`config.mk`:
```
export PLATFORM = sky130hd
export DESIGN_NAME = traffic_rate_quota_monitor
export DESIGN_NICKNAME = d
export VERILOG_FILES = /design/src/rtl/trqm_pkg.sv /design/src/rtl/traffic_rate_quota_monitor.sv
export SDC_FILE = /design/constraint.sdc
export NUM_CORES = 2
export LEC_CHECK = 0
export BUFFER_PORTS_ARGS = -buffer_cell sky130_fd_sc_hd__clkbuf_2
export CORE_MARGIN = 4
export CORE_UTILIZATION = 50
export CTS_BUF_LIST = sky130_fd_sc_hd__clkbuf_4
export DETAILED_ROUTE_END_ITERATION = 6
export PLACE_DENSITY_LB_ADDON = 0.25
export SLEW_MARGIN = 20
export SYNTH_ARGS = -nofsm -noshare
export SYNTH_HDL_FRONTEND = slang
export SYNTH_SLANG_ARGS = --single-unit
```
`constraint.sdc`:
```
create_clock -name clk -period 8.8 [get_ports clk]
set_input_delay 1.32 -clock clk [delete_from_list [all_inputs] [get_ports clk]]
set_output_delay 1.32 -clock clk [all_outputs]
set_load 0.01 [all_outputs]
```
`src/rtl/trqm_pkg.sv`:
```
// Package for the traffic rate and quota monitor.
// Field widths, arithmetic constants, register indexes and sequencer state codes.
// No dependencies.
package trqm_pkg;

	localparam int SecW   = 32;
	localparam int UsecW  = 20;
	localparam int BytesW = 32;
	localparam int RateW  = 32;
	localparam int KbW    = 32;
	localparam int QuotaW = 22;
	localparam int CfgIdxW  = 2;
	localparam int CfgDataW = 22;

	// elapsed microseconds as a signed value, and the bytes * 1e6 product
	localparam int ElapW = 54;
	localparam int ProdW = 52;
	localparam int MulAW = 33;
	localparam int KbShift = 10;

	localparam logic signed [20:0] MicrosPerSec = 21'sd1000000;

	localparam logic [CfgIdxW-1:0] REG_QUOTA_MB     = 2'd0;
	localparam logic [CfgIdxW-1:0] REG_AUTO_CUT_OFF = 2'd1;
	localparam logic [CfgIdxW-1:0] REG_ALARM_ENABLE = 2'd2;

	typedef logic [2:0] state_t;
	localparam state_t ST_IDLE  = 3'd0;
	localparam state_t ST_PROD  = 3'd1;
	localparam state_t ST_ELAP  = 3'd2;
	localparam state_t ST_ADD   = 3'd3;
	localparam state_t ST_CHECK = 3'd4;
	localparam state_t ST_DIV   = 3'd5;
	localparam state_t ST_OUT   = 3'd6;

endpackage

```
`src/rtl/traffic_rate_quota_monitor.sv`:
```
// Traffic rate and quota monitor: rate, peak, kilobyte total and one-shot quota alarm.
// Uses trqm_pkg. One shared constant multiplier and a radix-2 restoring divider.
//
// Usage:
//   A sample request comes in on in_valid/in_ready (timestamp, byte count, online flag).
//   One result request leaves on out_valid/out_ready with the rate, the peak, the total,
//   the alarm and cut-off flags and the interval fault flag.
//   in_ready is high only while the sequencer is idle. A sample passes through the
//   shared multiplier (ST_PROD, ST_ELAP), the adder (ST_ADD) and the range check
//   (ST_CHECK), then through the divider when the rate neither faults nor saturates,
//   and ST_OUT loads the output register. The divider gives one quotient bit per cycle.
//   A new sample is accepted only after ST_OUT has handed its result over.
//   The output register holds the last result while the next sample is worked on; if
//   the receiver still has not taken it when the next result is ready, the sequencer
//   waits in its last state and in_ready stays low.
//   Configuration writes (cfg_wr_en, cfg_index, cfg_data) take effect at once and are
//   meant for idle periods; a write to alarm_enable rearms the one-shot alarm.
//   Reset (arst_n low) clears the history, peak and total, sets alarm_enable and arms
//   the alarm; the first sample afterwards reports an interval fault with rate 0.
module traffic_rate_quota_monitor
	import trqm_pkg::*;
(
	input  logic                clk,
	input  logic                arst_n,

	input  logic                cfg_wr_en,
	input  logic [CfgIdxW-1:0]  cfg_index,
	input  logic [CfgDataW-1:0] cfg_data,

	input  logic                in_valid,
	output logic                in_ready,
	input  logic [SecW-1:0]     stamp_seconds,
	input  logic [UsecW-1:0]    stamp_micros,
	input  logic [BytesW-1:0]   interval_bytes,
	input  logic                link_online,

	output logic                out_valid,
	input  logic                out_ready,
	output logic [RateW-1:0]    rate_bps,
	output logic [RateW-1:0]    peak_bps,
	output logic [KbW-1:0]      total_kb,
	output logic                quota_hit,
	output logic                cut_off_request,
	output logic                interval_fault
);

	// configuration
	logic [QuotaW-1:0] quota_mb_q;
	logic              auto_cut_off_q;
	logic              alarm_enable_q;

	// persistent state
	logic [SecW-1:0]   last_seconds_q;
	logic [UsecW-1:0]  last_micros_q;
	logic              have_last_q;
	logic [RateW-1:0]  peak_q;
	logic [KbW-1:0]    total_q;
	logic              alarm_armed_q;

	// per-sample working registers
	state_t                  state_q;
	logic signed [MulAW-1:0] dsec_q;
	logic signed [UsecW:0]   udiff_q;
	logic [BytesW-1:0]       bytes_q;
	logic                    online_q;
	logic                    have_q;
	logic                    fire_q;
	logic                    fault_q;
	logic signed [ElapW-1:0] mul_q;
	logic [ProdW-1:0]        prod_q;
	logic signed [ElapW-1:0] elapsed_q;
	logic [ElapW-2:0]        rem_q;
	logic [31:0]             lo_q;
	logic [RateW-1:0]        quo_q;
	logic [4:0]              cnt_q;

	// output register
	logic             out_valid_q;
	logic [RateW-1:0] rate_out_q;
	logic [RateW-1:0] peak_out_q;
	logic [KbW-1:0]   total_out_q;
	logic             hit_out_q;
	logic             cut_out_q;
	logic             fault_out_q;

	logic                    in_acc;
	logic                    out_free;
	logic signed [MulAW-1:0] mul_a;
	logic signed [ElapW-1:0] mul_p;
	logic [KbW:0]            kb_sum;
	logic [KbW-1:0]          quota_kb;
	logic [ElapW-2:0]        divisor;
	logic [ElapW-1:0]        trial;
	logic [ElapW-1:0]        trial_diff;
	logic                    trial_ge;
	logic                    elap_pos;
	logic                    rate_sat;
	logic [RateW-1:0]        peak_next;

	function automatic logic fire_q_next(input logic online, input logic enable,
		input logic armed, input logic [KbW-1:0] total, input logic [KbW-1:0] thresh);
		return online && enable && armed && (total >= thresh);
	endfunction

	assign in_ready = (state_q == ST_IDLE);
	assign in_acc   = in_valid && in_ready;
	assign out_free = !out_valid_q || out_ready;

	// shared constant multiplier: bytes in ST_PROD, whole-second difference in ST_ELAP
	assign mul_a = (state_q == ST_PROD) ? $signed({1'b0, bytes_q}) : dsec_q;
	assign mul_p = ElapW'(mul_a) * ElapW'(MicrosPerSec);

	assign kb_sum   = {1'b0, total_q} + (KbW+1)'(interval_bytes >> KbShift);
	assign quota_kb = {quota_mb_q, {KbShift{1'b0}}};

	assign divisor    = elapsed_q[ElapW-2:0];
	assign elap_pos   = have_q && !elapsed_q[ElapW-1] && (|elapsed_q);
	// quotient overflows 32 bits when prod >= elapsed * 2^32
	assign rate_sat   = (divisor <= (ElapW-1)'(prod_q[ProdW-1:32]));
	assign trial      = {rem_q, lo_q[31]};
	assign trial_ge   = (trial >= {1'b0, divisor});
	assign trial_diff = trial - {1'b0, divisor};

	assign peak_next = (quo_q > peak_q) ? quo_q : peak_q;

	always_ff @(posedge clk or negedge arst_n) begin
		if (!arst_n) begin
			quota_mb_q     <= '0;
			auto_cut_off_q <= 1'b0;
			alarm_enable_q <= 1'b1;
		end else if (cfg_wr_en) begin
			unique case (cfg_index)
				REG_QUOTA_MB:     quota_mb_q     <= cfg_data[QuotaW-1:0];
				REG_AUTO_CUT_OFF: auto_cut_off_q <= cfg_data[0];
				REG_ALARM_ENABLE: alarm_enable_q <= cfg_data[0];
				default: ;
			endcase
		end
	end

	always_ff @(posedge clk or negedge arst_n) begin
		if (!arst_n) begin
			state_q        <= ST_IDLE;
			last_seconds_q <= '0;
			last_micros_q  <= '0;
			have_last_q    <= 1'b0;
			peak_q         <= '0;
			total_q        <= '0;
			alarm_armed_q  <= 1'b1;
			out_valid_q    <= 1'b0;
		end else begin
			if (state_q == ST_OUT && out_free)
				out_valid_q <= 1'b1;
			else if (out_ready)
				out_valid_q <= 1'b0;

			unique case (state_q)
				ST_IDLE: begin
					if (in_acc) begin
						last_seconds_q <= stamp_seconds;
						last_micros_q  <= stamp_micros;
						have_last_q    <= 1'b1;
						total_q        <= kb_sum[KbW] ? '1 : kb_sum[KbW-1:0];
						state_q        <= ST_PROD;
					end
				end
				ST_PROD: begin
					if (fire_q_next(online_q, alarm_enable_q, alarm_armed_q, total_q, quota_kb))
						alarm_armed_q <= 1'b0;
					state_q <= ST_ELAP;
				end
				ST_ELAP:  state_q <= ST_ADD;
				ST_ADD:   state_q <= ST_CHECK;
				ST_CHECK: state_q <= (elap_pos && !rate_sat) ? ST_DIV : ST_OUT;
				ST_DIV: begin
					if (cnt_q == 5'd0)
						state_q <= ST_OUT;
				end
				ST_OUT: begin
					if (out_free) begin
						peak_q  <= peak_next;
						state_q <= ST_IDLE;
					end
				end
				default: state_q <= ST_IDLE;
			endcase

			// a write to alarm_enable rearms the alarm
			if (cfg_wr_en && cfg_index == REG_ALARM_ENABLE)
				alarm_armed_q <= 1'b1;
		end
	end

	// datapath, no reset needed
	always_ff @(posedge clk) begin
		case (state_q)
			ST_IDLE: begin
				if (in_acc) begin
					dsec_q   <= $signed({1'b0, stamp_seconds}) - $signed({1'b0, last_seconds_q});
					udiff_q  <= $signed({1'b0, stamp_micros}) - $signed({1'b0, last_micros_q});
					bytes_q  <= interval_bytes;
					online_q <= link_online;
					have_q   <= have_last_q;
				end
			end
			ST_PROD: begin
				mul_q  <= mul_p;
				fire_q <= fire_q_next(online_q, alarm_enable_q, alarm_armed_q, total_q, quota_kb);
			end
			ST_ELAP: begin
				prod_q <= mul_q[ProdW-1:0];
				mul_q  <= mul_p;
			end
			ST_ADD: elapsed_q <= mul_q + ElapW'(udiff_q);
			ST_CHECK: begin
				fault_q <= !elap_pos;
				rem_q   <= (ElapW-1)'(prod_q[ProdW-1:32]);
				lo_q    <= prod_q[31:0];
				cnt_q   <= 5'd31;
				quo_q   <= !elap_pos ? '0 : (rate_sat ? '1 : '0);
			end
			ST_DIV: begin
				rem_q <= trial_ge ? trial_diff[ElapW-2:0] : trial[ElapW-2:0];
				quo_q <= {quo_q[RateW-2:0], trial_ge};
				lo_q  <= {lo_q[30:0], 1'b0};
				cnt_q <= cnt_q - 5'd1;
			end
			ST_OUT: begin
				if (out_free) begin
					rate_out_q  <= quo_q;
					peak_out_q  <= peak_next;
					total_out_q <= total_q;
					hit_out_q   <= fire_q;
					cut_out_q   <= fire_q && auto_cut_off_q;
					fault_out_q <= fault_q;
				end
			end
			default: ;
		endcase
	end

	assign out_valid       = out_valid_q;
	assign rate_bps        = rate_out_q;
	assign peak_bps        = peak_out_q;
	assign total_kb        = total_out_q;
	assign quota_hit       = hit_out_q;
	assign cut_off_request = cut_out_q;
	assign interval_fault  = fault_out_q;

endmodule
```
==> Word-level counts from Yosys, hierarchy flattened <==
Cells that the tools add are included.
{ "word_totals": {"ff_bits": 605, "latchBits": 0, "mem_bits_rw": 0, "mem_bits_ro": 0, "inputBits": 114, "out_inout_bits": 101, "wordCells": 104, "memories": 0} }
{ "op_classes": {"n_addsub": 6, "mul": 1, "n_div": 0, "magnitude_cmp": 4, "eq_ne": 11, "shift": 0, "muxes": 20, "bitwise_logic": 0, "n_reduce_logical": 31} }
{ "op_table": {"columns": ["cell", "count"], "rows": [
  ["32-bit 2-to-1 mux", 4],
  ["32-bit case mux with 2 select lines", 2],
  ["53-bit case mux with 2 select lines", 1],
  ["54-bit by 21-bit adder with 54-bit output", 1],
  ["54-bit by 53-bit greater-or-equal comparator with 1-bit output", 1],
  ["54-bit OR reduction", 1],
  ["53-bit by 20-bit less-or-equal comparator with 1-bit output", 1],
  ["53-bit 2-to-1 mux", 1],
  ["53-bit subtractor", 1],
  ["33-bit by 15-bit multiplier with 48-bit output, second input constant", 1],
  ["32-bit by 22-bit adder with 33-bit output", 1],
  ["33-bit 2-to-1 mux", 1],
  ["32-bit by 32-bit subtractor with 33-bit output", 1],
  ["32-bit greater-or-equal comparator", 1],
  ["32-bit > comparator", 1],
  ["3-bit case mux with 7 select lines", 1],
  ["20-bit by 20-bit subtractor with 21-bit output", 1],
  ["2-bit AND reduction", 6],
  ["1-bit logical AND", 10],
  ["5-bit case mux with 2 select lines", 1],
  ["3-bit == test, second input constant", 3],
  ["3-bit 2-to-1 mux", 3],
  ["2-bit nonzero test", 4],
  ["3-bit by 2-bit == test with 1-bit output, second input constant", 2],
  ["other kinds (15)", 23]
]} }

==> Depth between registers and ports, before layout <==
{ "depth": {"word_depth": 6, "ltp_mapped": 28, "depth_no_buf": 24} }

==> Worst setup path before layout <==
Ideal clock, no wire load.
{ "synth_timing": {"path_type": "reg-to-reg", "start": "register state_q[0]", "end": "register mul_q[53], data pin", "setup_time_ns": 0.265, "arrival_ns": 7.238, "slack_ns": 1.297, "stages_incl_launch_ff": 27, "n_path_buf": 4, "synth_period_minus_slack_ns": 7.503, "path_cell_list": "dfrtp_1 clkbuf_1 nor3b_1 clkbuf_1 clkbuf_1 buf_1 mux2_2 ha_1 inv_1 fa_1 inv_1 fa_1 inv_1 fa_1 inv_1 fa_1 ha_1 ha_1 a211o_1 or4b_1 a311oi_1 nor2_1 a31oi_1 a211o_1 nand2b_1 a221oi_1 xnor2_1"} }
{ "synth_between": {"elab_chain_cells": 3} }
{ "synth_rtl": {"columns": ["element", "line", "source"], "rows": [
  ["from (decl)", "traffic_rate_quota_monitor.sv:61", "state_t state_q;"],
  ["from (signal assigned)", "traffic_rate_quota_monitor.sv:174", "ST_CHECK: state_q <= (elap_pos && !rate_sat) ? ST_DIV : ST_OUT;"],
  ["3-bit by 1-bit == test with 1-bit output", "traffic_rate_quota_monitor.sv:110", "assign mul_a = (state_q == ST_PROD) ? $signed({1'b0, bytes_q}) : dsec_q;"],
  ["33-bit 2-to-1 mux", "traffic_rate_quota_monitor.sv:110", null],
  ["33-bit by 15-bit multiplier with 48-bit output", "traffic_rate_quota_monitor.sv:111", "assign mul_p = ElapW'(mul_a) * ElapW'(MicrosPerSec);"],
  ["via mul_p[53]", "traffic_rate_quota_monitor.sv:89", "logic signed [ElapW-1:0] mul_p;"],
  ["to (signal assigned)", "traffic_rate_quota_monitor.sv:207", "mul_q <= mul_p;"],
  ["to (signal assigned)", "traffic_rate_quota_monitor.sv:212", "mul_q <= mul_p;"],
  ["to (decl)", "traffic_rate_quota_monitor.sv:69", "logic signed [ElapW-1:0] mul_q;"]
]} }
The timed path passes the listed nets, and every way through them passes these cells.
A chain may end at the register's enable or synchronous reset.

==> Worst setup path after layout <==
Same ends and word-level chain as after synthesis.

==> results by group <==
Clocking
  • Post_cts resized: 0
  • Clk sinks: 599
  • Post-CTS setup buffers: 0
  • H-tree depth: 4
  • Clk slew on worst S/H paths: 0.07 ns
  • Clk_lat worst skew: 1.06 ns
  • TritonCTS clock tree: done
  • Longest Clk Path Bufs: 3
  • Num CTS Buffers: 163
  • Hold buffers post-CTS: 0
  • Root Buffer: clkbuf_4

Setup path
  • WP buf/inv: 2
  • Slowest cell on the critical path: mux2i_1
  • CP Data Required Time: 9.57 ns
  • CP max FO: 30
  • Crit path top cell by count: ha_1
  • CP cell instances: nor3b_2, buf_4, mux2i_1, inv_1, ha_1, xor2_1, ha_1, a31o_2, fa_1, fa_1, fa_1, ha_1, ha_1, a21o_1, a21o_1, a41oi_1, o21ai_0, a311oi_1, nor2_1, a31oi_1, a211o_1, nand2b_1, a221oi_1, xnor2_1
  • Critical path class: reg -> reg
  • Type of origin of the critical path: register
  • Worst path arrival time: 8.24 ns
  • CP Capture Type: register
  • Delay-heaviest family, CP: adder cells
  • CP peak stage delay: 0.53 ns

Routing
  • Antenna-violating nets left: 0
  • DRT Pass-1 Iters: 5
  • Via-per-instance ratio: 5.39
  • Drc violations: 0
  • Avg WL per Cell: 17.4 µm
  • 1st-iter DRT viols: 1563
  • Routed wire length: 91.2 mm
  • DR vias: 28300

Cells and area
  • Layout cell share with drive strength beyond 1: 14.9%
  • FF/Latch Area: 17300 µm²
  • Multi-input logic area: 21700 µm²
  • Layout area overhead: 10.4%
  • Nets: 4772
  • # fillers: 7036

Yosys
  • Mapped Avg Cell Area: 10.9 µm²
  • Cell with the most instances after synthesis: ha_1
  • Synth Warn #: 0
  • Top cell type's share of synthesized area: 33.2%
  • Mapped cell area: 40900 µm²
  • Post-synth top cells: 456 x ha_1, 453 x edfxtp_1, 418 x inv_1
  • Post-synth top area cell: edfxtp_1
  • Post-synth EDFFs: 453
  • Sequential area share after synthesis: 42.2%
  • Fraction of registers with async set/reset: 24.4%
  • Main flop type after synthesis: edfxtp_1
  • Post-Syn Nets: 4474
  • Seq cells post-synth: 599
  • Gate Count Post-Synth: 3762
  • Top cells by area, synth: edfxtp_1 33%, ha_1 14%, dfrtp_1 8.8%
  • Post-synth cell types: 89

Floorplanning
  • I/O pin cnt: 215
  • Initial Utilization: 50.7%
  • CORE AREA: 80800 µm²
  • Row cnt: 104
  • DIE HEIGHT: 294 µm
  • Die area: 86500 µm²
  • Die X: 294 µm

STA
  • Fin crit share: 85.0%
  • RSZ-0062 raised after global routing: no
  • Fin Clk Skew: 0.0980 ns
  • Worst Tran Pin Value: 1.11 ns
  • Setup violators final: 0
  • Max Fclk: 134 MHz
  • Slew margin rel.: 25.3%
  • Hold Violations, Final: 0
  • Sum of negative setup slack: 0 ns
  • Fin crit period: 7.48 ns
  • Slew Limit Fails: 0

Place
  • GP Congestion: 0.929
  • Dpl hpwl: 69.3 mm
  • Port buffer count: 214

Flow run
  • Max_cap viols: 0

Run status
  • Status: finished clean

Hold path
  • Hold WC Path Type: in -> async

Global routing
  • Vias in the first global route: 28600
  • First-pass GRT wire length: 149 mm
  • Initial antenna violation count: 4
  • Largest net degree at the start of global routing: 138
  • Global-route total usage across every layer: 21.4%
  • Grt ovf: 0
[final timing paths]
| path | to | slack [ns] | cells after the start | startpoint |
|---|---|---|---|---|
| hold reg to reg | interval_fault | 0.40 | 0 | fault_q |
| setup / recovery | mul_q[53] | 1.32 | 24 | state_q[0] |
| setup reg to reg | mul_q[53] | 1.32 | 24 | state_q[0] |
| hold / removal | last_seconds_q[20] | 0.31 | 1 | arst_n |
| max in group asynchronous | peak_q[26] | 7.00 | 2 | arst_n |
| min in group clk | interval_fault | 0.40 | 0 | fault_q |
[per-layer routing]
layer / wire [µm] / vias to the layer above / track usage, % / part of all wire, %
li1: - / 14200 / - / -
met1: 42100 / 13400 / 29.0 / 46
met2: 42900 / 574 / 34.9 / 47
met3: 3910 / 143 / 3.88 / 4.3
met4: 2380 / 0 / 7.44 / 2.6
met5: 0 / - / 0 / 0
[metrics by stage]
stage | std cells | setup WS [ns] | utilization, % | cell area (µm²) | hold slack, ns
after floorplan | 3762 | 1.30 | - | 40900 | 0.400
after global placement | 4954 | 1.40 | 53.3 | 43000 | 0.402
after detailed placement | 4954 | 1.31 | 53.3 | 43000 | 0.406
after CTS | 5245 | 1.27 | 55.9 | 45100 | 0.186
after global routing | 5249 | 0.810 | 55.9 | 45200 | 0.244
final | 5250 | 1.32 | 55.9 | 45200 | 0.308
[worst register-to-register path, cell delays in order, from the launching register on]
cell      delay (ns)
dfrtp_1         0.49
nor3b_2         0.21
buf_4           0.42
mux2i_1         0.58
inv_1           0.21
ha_1            0.38
xor2_1          0.16
ha_1            0.17
a31o_2          0.23
fa_1            0.48
fa_1            0.52
fa_1            0.49
ha_1            0.31
ha_1            0.35
a21o_1          0.18
a21o_1          0.18
a41oi_1         0.27
o21ai_0         0.15
a311oi_1        0.27
nor2_1          0.10
a31oi_1         0.24
a211o_1         0.22
nand2b_1        0.14
a221oi_1        0.36
xnor2_1         0.11
[cells by family (layout without fill, tap and decap cells)]
group	count (synthesis)	count (layout)	share of synthesized area (%)
AOI/OAI and AO/OA	864	864	13.6
xor gates and xnor gates	223	223	4.77
adders and majority gates	598	598	20.9
buffers and inverters	519	943	5.01
DFF	599	599	42.2
muxes	152	152	4.27
other	1	5	0.00916
and+or+nand+nor	806	806	9.35
[state kept, by name, indices dropped and copies added, names as in the netlist, 3 cells and up]
register,count
rem_q,53
lo_q,26
total_kb,32
rate_bps,32
dsec_q,33
udiff_q,21
peak_q,32
state_q,3
cnt_q,5
quota_mb_q,22
last_micros_q,20
last_seconds_q,32
total_q,32
peak_bps,32
mul_q,48
bytes_q,32
prod_q,46
elapsed_q,54
quo_q,32
[layout by cell type (no fill, tap or decap), drive strengths merged, types with 8 or more instances in the layout]
cell / count
or2: 11
or3: 11
a21boi: 11
dfrtp: 144
nand4: 44
xnor2: 143
nand2b: 38
mux2: 92
o21ai: 225
a41oi: 11
a21oi: 214
a211oi: 24
xor2: 80
o31ai: 9
clkinv: 54
nor3: 41
o22ai: 13
clkbuf: 437
a21o: 172
nand3b: 9
fa: 142
nand3: 55
a31o: 14
buf: 20
nor4: 24
edfxtp: 453
mux2i: 60
ha: 456
and4: 8
a31oi: 36
o21bai: 23
nor2b: 43
and2: 15
o21a: 40
nor2: 175
o211ai: 13
and3: 24
inv: 429
nand2: 290
[final cells by class]
type / instances / area share, %
antenna: 4 / 0.0222
clock buffer: 224 / 3.72
clock inverter: 67 / 0.919
inverter: 419 / 3.50
multi-input combinational: 2644 / 48.0
sequential: 599 / 38.2
tap: 1060 / 2.94
timing repair buffer: 233 / 2.74
Power is left out: the tool's default activity adds up to more than one toggle a clock period on the data nets, which glitch-free logic cannot reach.
